### src/hdl/sha_pkg.sv
// Shared types and constants for the SHA-256 engine.
// Round constants, initial hash values and the controller state type.
package sha_pkg;

  typedef enum logic [2:0] {
    ST_FILL,
    ST_PAD,
    ST_LEN,
    ST_ROUND,
    ST_ADD,
    ST_EMIT
  } state_e;

  localparam logic [31:0] ROUND_K [64] = '{
    32'h428a2f98, 32'h71374491, 32'hb5c0fbcf, 32'he9b5dba5,
    32'h3956c25b, 32'h59f111f1, 32'h923f82a4, 32'hab1c5ed5,
    32'hd807aa98, 32'h12835b01, 32'h243185be, 32'h550c7dc3,
    32'h72be5d74, 32'h80deb1fe, 32'h9bdc06a7, 32'hc19bf174,
    32'he49b69c1, 32'hefbe4786, 32'h0fc19dc6, 32'h240ca1cc,
    32'h2de92c6f, 32'h4a7484aa, 32'h5cb0a9dc, 32'h76f988da,
    32'h983e5152, 32'ha831c66d, 32'hb00327c8, 32'hbf597fc7,
    32'hc6e00bf3, 32'hd5a79147, 32'h06ca6351, 32'h14292967,
    32'h27b70a85, 32'h2e1b2138, 32'h4d2c6dfc, 32'h53380d13,
    32'h650a7354, 32'h766a0abb, 32'h81c2c92e, 32'h92722c85,
    32'ha2bfe8a1, 32'ha81a664b, 32'hc24b8b70, 32'hc76c51a3,
    32'hd192e819, 32'hd6990624, 32'hf40e3585, 32'h106aa070,
    32'h19a4c116, 32'h1e376c08, 32'h2748774c, 32'h34b0bcb5,
    32'h391c0cb3, 32'h4ed8aa4a, 32'h5b9cca4f, 32'h682e6ff3,
    32'h748f82ee, 32'h78a5636f, 32'h84c87814, 32'h8cc70208,
    32'h90befffa, 32'ha4506ceb, 32'hbef9a3f7, 32'hc67178f2
  };

  localparam logic [31:0] INIT_H [8] = '{
    32'h6a09e667, 32'hbb67ae85, 32'h3c6ef372, 32'ha54ff53a,
    32'h510e527f, 32'h9b05688c, 32'h1f83d9ab, 32'h5be0cd19
  };

  localparam logic [7:0] PAD_BYTE = 8'h80;
  localparam logic [3:0] LEN_WORD = 4'd14;  // first word of the length field

  function automatic logic [31:0] rotr(input logic [31:0] x, input int n);
    return (x >> n) | (x << (32 - n));
  endfunction

endpackage

### src/hdl/sha_ram.sv
// Generic simple dual-port RAM (one write port, one read port) with registered read.
// No dependencies.
module sha_ram #(
  parameter int Width = 32,
  parameter int Depth = 16
) (
  input  logic                     clk_i,
  input  logic                     we_i,
  input  logic [$clog2(Depth)-1:0] waddr_i,
  input  logic [Width-1:0]         wdata_i,
  input  logic [$clog2(Depth)-1:0] raddr_i,
  output logic [Width-1:0]         rdata_o
);
  logic [Width-1:0] mem_q [Depth];

  always_ff @(posedge clk_i) begin
    if (we_i) mem_q[waddr_i] <= wdata_i;
    rdata_o <= mem_q[raddr_i];
  end
endmodule

### src/hdl/sha256_hash_engine.sv
// SHA-256 engine: byte stream in, eight digest words out. A byte is taken each cycle while
// filling; a block's 64th byte holds the input off for 64 rounds at one a cycle and an add.
// End marker: the rest of the block is filled at one word a cycle, then it is compressed
// (twice when the marker lands at byte 56 or later); the digest words then follow at one
// word a cycle while m_axis_tready is high.
// Reset (async, low) loads the initial hash and clears the bit count; block RAM stays undefined.
module sha256_hash_engine (
  input  logic        clk_i,
  input  logic        rst_ni,
  input  logic        s_axis_tvalid,
  output logic        s_axis_tready,
  input  logic [7:0]  s_axis_tdata,   // [7:0] data_byte
  input  logic        s_axis_tuser,   // [0] kind
  output logic        m_axis_tvalid,
  input  logic        m_axis_tready,
  output logic [39:0] m_axis_tdata,   // [31:0] digest_word, [34:32] word_index, zero pad
  output logic        m_axis_tlast    // last_word
);
  import sha_pkg::*;

  state_e state_q, state_d;
  logic [63:0] bits_q, bits_d;
  logic [31:0] h_q [8];
  logic [31:0] v_q [8];
  logic [31:0] buf_q, buf_d;       // word being assembled from bytes
  logic [5:0]  rnd_q, rnd_d;
  logic [3:0]  pw_q, pw_d;          // padding word index
  logic        fin_q, fin_d;        // compression is the final one
  logic [2:0]  oi_q, oi_d;
  logic        ovalid_q, ovalid_d;

  // schedule RAM: 16 words, circular window of the message schedule
  logic        we;
  logic [3:0]  waddr, raddr;
  logic [31:0] wdata, rdata;
  sha_ram #(.Width(32), .Depth(16)) u_w (
    .clk_i, .we_i(we), .waddr_i(waddr), .wdata_i(wdata), .raddr_i(raddr), .rdata_o(rdata)
  );

  // Schedule: w[t] for t>=16 needs w[t-16], w[t-15], w[t-7], w[t-2]; only one RAM read per
  // cycle, so a 16-entry shift window in flops holds the live words during the rounds.
  logic [31:0] win_q [16];
  logic [31:0] s0, s1, wnew, wt, sum1, ch, sum0, maj, t1;
  logic [5:0]  pos;
  logic        acc, byte_in;

  assign pos     = bits_q[8:3];
  assign s_axis_tready = (state_q == ST_FILL) && !ovalid_q;
  assign acc     = s_axis_tvalid && s_axis_tready;
  assign byte_in = acc && !s_axis_tuser;

  always_comb begin
    s0   = rotr(win_q[1], 7) ^ rotr(win_q[1], 18) ^ (win_q[1] >> 3);
    s1   = rotr(win_q[14], 17) ^ rotr(win_q[14], 19) ^ (win_q[14] >> 10);
    wnew = s1 + win_q[9] + s0 + win_q[0];
    wt   = (rnd_q < 6'd16) ? rdata : wnew;
    sum1 = rotr(v_q[4], 6) ^ rotr(v_q[4], 11) ^ rotr(v_q[4], 25);
    ch   = (v_q[4] & v_q[5]) ^ (~v_q[4] & v_q[6]);
    t1   = v_q[7] + sum1 + ch + ROUND_K[rnd_q] + wt;
    sum0 = rotr(v_q[0], 2) ^ rotr(v_q[0], 13) ^ rotr(v_q[0], 22);
    maj  = (v_q[0] & v_q[1]) ^ (v_q[0] & v_q[2]) ^ (v_q[1] & v_q[2]);
  end

  // next state
  always_comb begin
    state_d = state_q;
    case (state_q)
      ST_FILL: begin
        if (byte_in && pos == 6'd63) state_d = ST_ROUND;
        else if (acc && s_axis_tuser) begin
          // pad word closes the block, lands just before the length, or zeros follow
          if (pos[5:2] == 4'd15) state_d = ST_ROUND;
          else if (pos[5:2] == LEN_WORD - 4'd1) state_d = ST_LEN;
          else state_d = ST_PAD;
        end
      end
      ST_PAD: begin
        if (pw_q == 4'd15) state_d = ST_ROUND;
        else if (pw_q == LEN_WORD - 4'd1 && fin_q) state_d = ST_LEN;
      end
      ST_LEN:   if (pw_q == 4'd15) state_d = ST_ROUND;
      ST_ROUND: if (rnd_q == 6'd63) state_d = ST_ADD;
      ST_ADD:   state_d = fin_q ? ST_EMIT : (pw_q == 4'd0 ? ST_FILL : ST_PAD);
      ST_EMIT:  if (ovalid_q && m_axis_tready && oi_q == 3'd7) state_d = ST_FILL;
      default:  state_d = ST_FILL;
    endcase
  end

  // datapath control
  always_comb begin
    bits_d = bits_q; buf_d = buf_q; rnd_d = rnd_q; pw_d = pw_q; fin_d = fin_q;
    oi_d = oi_q; ovalid_d = ovalid_q;
    we = 1'b0; waddr = pos[5:2]; wdata = buf_q; raddr = 4'd0;
    case (state_q)
      ST_FILL: begin
        if (byte_in) begin
          bits_d = bits_q + 64'd8;
          buf_d  = {buf_q[23:0], s_axis_tdata};
          if (pos[1:0] == 2'd3) begin
            we = 1'b1; wdata = {buf_q[23:0], s_axis_tdata};
          end
          raddr = 4'd0;
          rnd_d = 6'd0;
          fin_d = 1'b0;
          pw_d  = 4'd0;
        end else if (acc) begin
          // close the partial word with the pad byte
          case (pos[1:0])
            2'd0:    wdata = {PAD_BYTE, 24'd0};
            2'd1:    wdata = {buf_q[7:0], PAD_BYTE, 16'd0};
            2'd2:    wdata = {buf_q[15:0], PAD_BYTE, 8'd0};
            default: wdata = {buf_q[23:0], PAD_BYTE};
          endcase
          we    = 1'b1;
          // a nonzero index after a non-final compression marks the overflow block
          pw_d  = (pos[5:2] == 4'd15) ? 4'd15 : pos[5:2] + 4'd1;
          fin_d = (pos < 6'd56);
          rnd_d = 6'd0;
          if (pos[5:2] == 4'd15) raddr = 4'd0;
        end
      end
      ST_PAD: begin
        we = 1'b1; waddr = pw_q; wdata = 32'd0;
        pw_d = (pw_q == 4'd15) ? pw_q : pw_q + 4'd1;
        if (pw_q == LEN_WORD - 4'd1 && !fin_q && pw_q != 4'd15) fin_d = 1'b0;
        raddr = 4'd0; rnd_d = 6'd0;
      end
      ST_LEN: begin
        we = 1'b1; waddr = pw_q;
        wdata = (pw_q == LEN_WORD) ? bits_q[63:32] : bits_q[31:0];
        pw_d = pw_q + 4'd1; raddr = 4'd0; rnd_d = 6'd0;
      end
      ST_ROUND: begin
        rnd_d = rnd_q + 6'd1;
        raddr = rnd_q[3:0] + 4'd1;
      end
      ST_ADD: begin
        // a non-final compression here is the overflow block of padding
        if (!fin_q && pw_q != 4'd0) begin
          fin_d = 1'b1; pw_d = 4'd0;
        end
        if (fin_q) begin
          ovalid_d = 1'b1; oi_d = 3'd0;
        end
      end
      ST_EMIT: begin
        if (ovalid_q && m_axis_tready) begin
          oi_d = oi_q + 3'd1;
          if (oi_q == 3'd7) begin
            ovalid_d = 1'b0; bits_d = 64'd0;
          end
        end
      end
      default: ;
    endcase
  end

  always_ff @(posedge clk_i or negedge rst_ni) begin
    if (!rst_ni) begin
      state_q <= ST_FILL; bits_q <= 64'd0; rnd_q <= 6'd0; pw_q <= 4'd0;
      fin_q <= 1'b0; oi_q <= 3'd0; ovalid_q <= 1'b0;
      for (int i = 0; i < 8; i++) h_q[i] <= INIT_H[i];
    end else begin
      state_q <= state_d; bits_q <= bits_d; rnd_q <= rnd_d; pw_q <= pw_d;
      fin_q <= fin_d; oi_q <= oi_d; ovalid_q <= ovalid_d;
      if (state_q == ST_ADD) begin
        for (int i = 0; i < 8; i++) h_q[i] <= h_q[i] + v_q[i];
      end else if (state_q == ST_EMIT && ovalid_q && m_axis_tready && oi_q == 3'd7) begin
        for (int i = 0; i < 8; i++) h_q[i] <= INIT_H[i];
      end
    end
  end

  always_ff @(posedge clk_i) begin
    buf_q <= buf_d;
    if (state_q == ST_ROUND) begin
      v_q[7] <= v_q[6]; v_q[6] <= v_q[5]; v_q[5] <= v_q[4]; v_q[4] <= v_q[3] + t1;
      v_q[3] <= v_q[2]; v_q[2] <= v_q[1]; v_q[1] <= v_q[0]; v_q[0] <= t1 + sum0 + maj;
      for (int i = 0; i < 15; i++) win_q[i] <= win_q[i + 1];
      win_q[15] <= wt;
    end else begin
      for (int i = 0; i < 8; i++) v_q[i] <= (state_q == ST_ADD) ? h_q[i] + v_q[i] : h_q[i];
    end
  end

  // pad-phase fix: when the marker lands past byte 55, the zeros run to word 15 and a second
  // block follows; fin_q stays low until the overflow block is done (handled in ST_ADD).

  logic [31:0] hout;
  always_comb begin
    hout = h_q[oi_q];
  end

  assign m_axis_tvalid = ovalid_q;
  assign m_axis_tdata  = {5'd0, oi_q, hout};
  assign m_axis_tlast  = (oi_q == 3'd7);

  a_no_in_busy: assert property (@(posedge clk_i) disable iff (!rst_ni)
    (state_q != ST_FILL) |-> !s_axis_tready) else $error("input taken while busy");
  a_round_step: assert property (@(posedge clk_i) disable iff (!rst_ni)
    (state_q == ST_ROUND && rnd_q != 6'd63) |=> (state_q == ST_ROUND))
    else $error("round loop broken");
  a_out_only_emit: assert property (@(posedge clk_i) disable iff (!rst_ni)
    m_axis_tvalid |-> (state_q == ST_EMIT)) else $error("word outside emit");
  a_bits_clear: assert property (@(posedge clk_i) disable iff (!rst_ni)
    (m_axis_tvalid && m_axis_tready && m_axis_tlast) |=> (bits_q == 64'd0))
    else $error("bit count not cleared");
endmodule

### config.mk
export PLATFORM = sky130hd
export DESIGN_NAME = sha256_hash_engine
export DESIGN_NICKNAME = d
export VERILOG_FILES = /design/src/hdl/sha_pkg.sv /design/src/hdl/sha_ram.sv /design/src/hdl/sha256_hash_engine.sv
export SDC_FILE = /design/constraint.sdc
export NUM_CORES = 2
export LEC_CHECK = 0
export ABC_AREA = 1
export ABC_CLOCK_PERIOD_IN_PS = 24300
export BUFFER_PORTS_ARGS = -buffer_cell sky130_fd_sc_hd__buf_2
export CAP_MARGIN = 15
export CORE_MARGIN = 2
export CORE_UTILIZATION = 30
export CTS_CLUSTER_DIAMETER = 60
export DETAILED_ROUTE_END_ITERATION = 8
export MAX_ROUTING_LAYER = met4
export PLACE_DENSITY_LB_ADDON = 0.12
export REMOVE_ABC_BUFFERS = 1
export SLEW_MARGIN = 20
export SYNTH_ARGS = -nofsm -noshare
export SYNTH_HDL_FRONTEND = slang
export SYNTH_SLANG_ARGS = --single-unit
### constraint.sdc
create_clock -name clk_i -period 24.3 [get_ports clk_i]
set_clock_uncertainty 0.1 [all_clocks]
set_input_delay 4.86 -clock clk_i [delete_from_list [all_inputs] [get_ports clk_i]]
set_output_delay 4.86 -clock clk_i [all_outputs]
set_load 0.02 [all_outputs]
==> results.cfg <==
[place]
place_area_um2 = 102000
io_buffers = 50
dpl.hpwl_um = 306000
routabilityCongestion = 0.980
place_ws_ns = 13.14
placed_cells = 14900

[synthesis]
yosysUniqueCellTypes = 69
syn_area_um2 = 96500
ys_seq_area_share_pct = 47.7
avgSynthCellArea_um2 = 8.88
ys_ff_latch = 1679
syn_inst = 10900
synthFlopType = edfxtp_1
synth_edf_count = 1056
synthArstFlopShare_pct = 20.0
yosys_warnings = 0

[finish]
n_fill_cell = 33300
nNetsFinal = 11500
final_cells = 15400
drive_gt1_share_pct = 7.15
regArea_um2 = 46000
layout_common_cells = nand2_1, inv_1, o21ai_0
layout_commonest_cell = nand2_1
design_area_um2 = 109000
multiInputGateArea_um2 = 43800
syn2layout_area_growth_pct = 13.2

[pwr]
max-vdd-ir-drop_mv = 0.0567
p_seq_share_pct = 47.4
leakage_nw = 44.8
clockPowerShare_pct = 52.2
intPower_w = 0.00495
combinationalPowerShare_pct = 0.4
p_switching_w = 0.00139
p_sw_share_pct = 21.9
power_density_nw_per_um2 = 58.1

[routing]
ant_nets = 0
detail_route.vias_per_cell = 5.26
drc = 0
dr.first_iter.drc_count = 7867
vias = 80700
drt-total-wl_um = 417000
wl_per_cell_um = 27.2
first_pass_iters = 6

[clock_network]
clk_latency_ns = 0.94
h-tree-depth = 4
cts_buffers = 220
cts_max_path_buffers = 4
clk_pin_slew_worst_paths_ns = 0.06
postCtsSetupBuffers = 0
cts_sinks = 1679
cts_hold_buf = 0
cts_root_buf = clkbuf_16
cts_tree = done
ctsResizeCount = 0

[critical_path]
arrival_ns = 12.03
endpoint_kind = register
path_class = register to register
worst_ep_required_time_ns = 25.00
crit_path_max_fanout = 5
slowest_delay_ns = 0.91
cp_slowest_cell = o21ai_0
cp-start-kind = register

[timing]
slew_headroom_pct = 13.0
finalCriticalPeriod_ns = 11.33
finalHoldViolCount = 0
fin_crit_sh_pct = 46.6
grt_setup_unrepaired = false
layout_setup_ws_ns = 12.97
worst_pin_slew_ns = 1.29
slew_violations = 0
setup_tns_ns = 0
fmax_ghz = 0.0882
setup_viol = 0

[die]
die_width_um = 571
num_rows = 208
ios = 56
coreArea_um2 = 321000
start_util_pct = 30.1
die_h_um = 571
dieArea_um2 = 326000

[global_routing]
grt_max_degree = 183
grt_pass1_wl_um = 589000
grt_pass1_vias = 77900
grt-ovfl-total = 0
grt_usage_pct = 25.7
antenna_found_initial = 22

[job]
drv_cap = 0

[worst_hold_path]
hold_class = register to register

[outcome]
status = finished clean
[sequential cells by signal, indices dropped and copies added (netlist names), 3 cells and up]
name / count
u_w.mem_q: 512
win_q: 512
h_q: 256
v_q: 256
bits_q: 61
buf_q: 32
u_w.rdata_o: 32
rnd_q: 6
pw_q: 4
oi_q: 3
state_q: 3
[synthesized netlist by cell type (all sizes together) (4+ instances only)]
| cell | number | share of area [%] |
|---|---|---|
| a211oi | 25 | 0.19 |
| a21boi | 24 | 0.19 |
| a21o | 78 | 0.61 |
| a21oi | 859 | 4.5 |
| a221o | 5 | 0.052 |
| a221oi | 23 | 0.21 |
| a22o | 9 | 0.082 |
| a22oi | 36 | 0.28 |
| a31oi | 89 | 0.58 |
| buf | 42 | 0.20 |
| clkbuf | 396 | 1.5 |
| clkinv | 13 | 0.051 |
| dfrtp | 199 | 5.2 |
| dfstp | 136 | 3.7 |
| dfxtp | 288 | 6.0 |
| edfxtp | 1056 | 33 |
| fa | 197 | 4.1 |
| ha | 420 | 5.4 |
| inv | 1347 | 5.2 |
| maj3 | 12 | 0.12 |
| nand2 | 1716 | 6.7 |
| nand3 | 387 | 2.0 |
| nand3b | 19 | 0.15 |
| nand4 | 67 | 0.43 |
| nor2 | 978 | 3.9 |
| nor3 | 123 | 0.68 |
| nor4 | 40 | 0.26 |
| o2111ai | 15 | 0.14 |
| o211ai | 116 | 0.90 |
| o21a | 30 | 0.23 |
| o21ai | 1358 | 7.0 |
| o21bai | 82 | 0.64 |
| o221ai | 105 | 0.95 |
| o22ai | 93 | 0.60 |
| o311ai | 5 | 0.045 |
| o31ai | 22 | 0.17 |
| o32ai | 4 | 0.036 |
| or2 | 42 | 0.27 |
| xnor2 | 189 | 1.7 |
| xor2 | 200 | 1.8 |
[through the flow]
step | hold slack, ns | util, % | total power (W)
2_1_floorplan | 0.300 | - | 0.00307
3_3_place_gp | 0.300 | 31.8 | 0.00309
3_5_place_dp | 0.305 | 31.8 | 0.00309
4_1_cts | 0.250 | 34.0 | 0.00643
5_1_grt | 0.276 | 34.0 | 0.00653
6_report | 0.271 | 34.0 | 0.00634
[worst max-delay path, delay by kind of cell (launching register included)]
family | cells | cell delay, ns
AO/OA/AOI/OAI | 11 | 4.00
XOR/XNOR | 4 | 1.37
adder cells (fa/ha/maj) | 9 | 4.27
buffers and inverters | 6 | 0.40
flip-flops | 1 | 0.51
AND/OR/NAND/NOR | 5 | 0.55
[cell type report]
class	instances	share of cell area [%]
Sequential cell	1679	42.2
Multi-Input combinational cell	7395	40.2
Clock buffer	272	5.35
Tap cell	4305	4.93
Inverter	1360	4.70
Clock inverter	139	1.35
Timing Repair Buffer	197	1.32
Antenna cell	3	0.00688
[per-layer routing]
metal / vias up / GRT usage, % / wire, um
met2: 2674 / 37.9 / 180000
met1: 40300 / 37.3 / 201000
met3: 456 / 3.24 / 24700
met5: - / - / 0
li1: 37300 / - / -
met4: 0 / 6.20 / 10800
[power groups by stage]
stage          Clock (W)  Sequential, W  Combinational, W
3_5_place_dp           0        0.00306         0.0000247
5_1_grt          0.00350        0.00300         0.0000268
6_report         0.00331        0.00301         0.0000238
2_1_floorplan          0        0.00306        0.00000516
3_3_place_gp           0        0.00306         0.0000247
4_1_cts          0.00340        0.00300         0.0000247
[final timing paths]
| check | startpoint | to | slack, ns | cells after the start |
|---|---|---|---|---|
| min reg2reg | win_q[0][136] | win_q[0][104] | 0.27 | 0 |
| max reg2reg | win_q[1][210] | v_q[0][24] | 12.97 | 35 |
| min in group asynchronous | rst_ni | h_q[84] | 3.88 | 1 |
| min | win_q[0][136] | win_q[0][104] | 0.27 | 0 |
| max in group asynchronous | rst_ni | rnd_q[0] | 17.54 | 4 |
| max | win_q[1][210] | v_q[0][24] | 12.97 | 35 |
[cell families (layout without fill, tap and decap cells)]
family,Yosys count,after routing,share of synthesized area [%]
AND/OR/NAND/NOR,3377,3377,14.5
AO/OA/AOI/OAI,2993,2993,17.6
buffers and inverters,1798,1968,7.03
flip-flops,1679,1679,47.7
adder cells (fa/ha/maj),629,629,9.66
XOR/XNOR,389,389,3.53
multiplexers,2,2,0.0208
other,1,8,0.00389
Power figures use the tool's default switching activity.
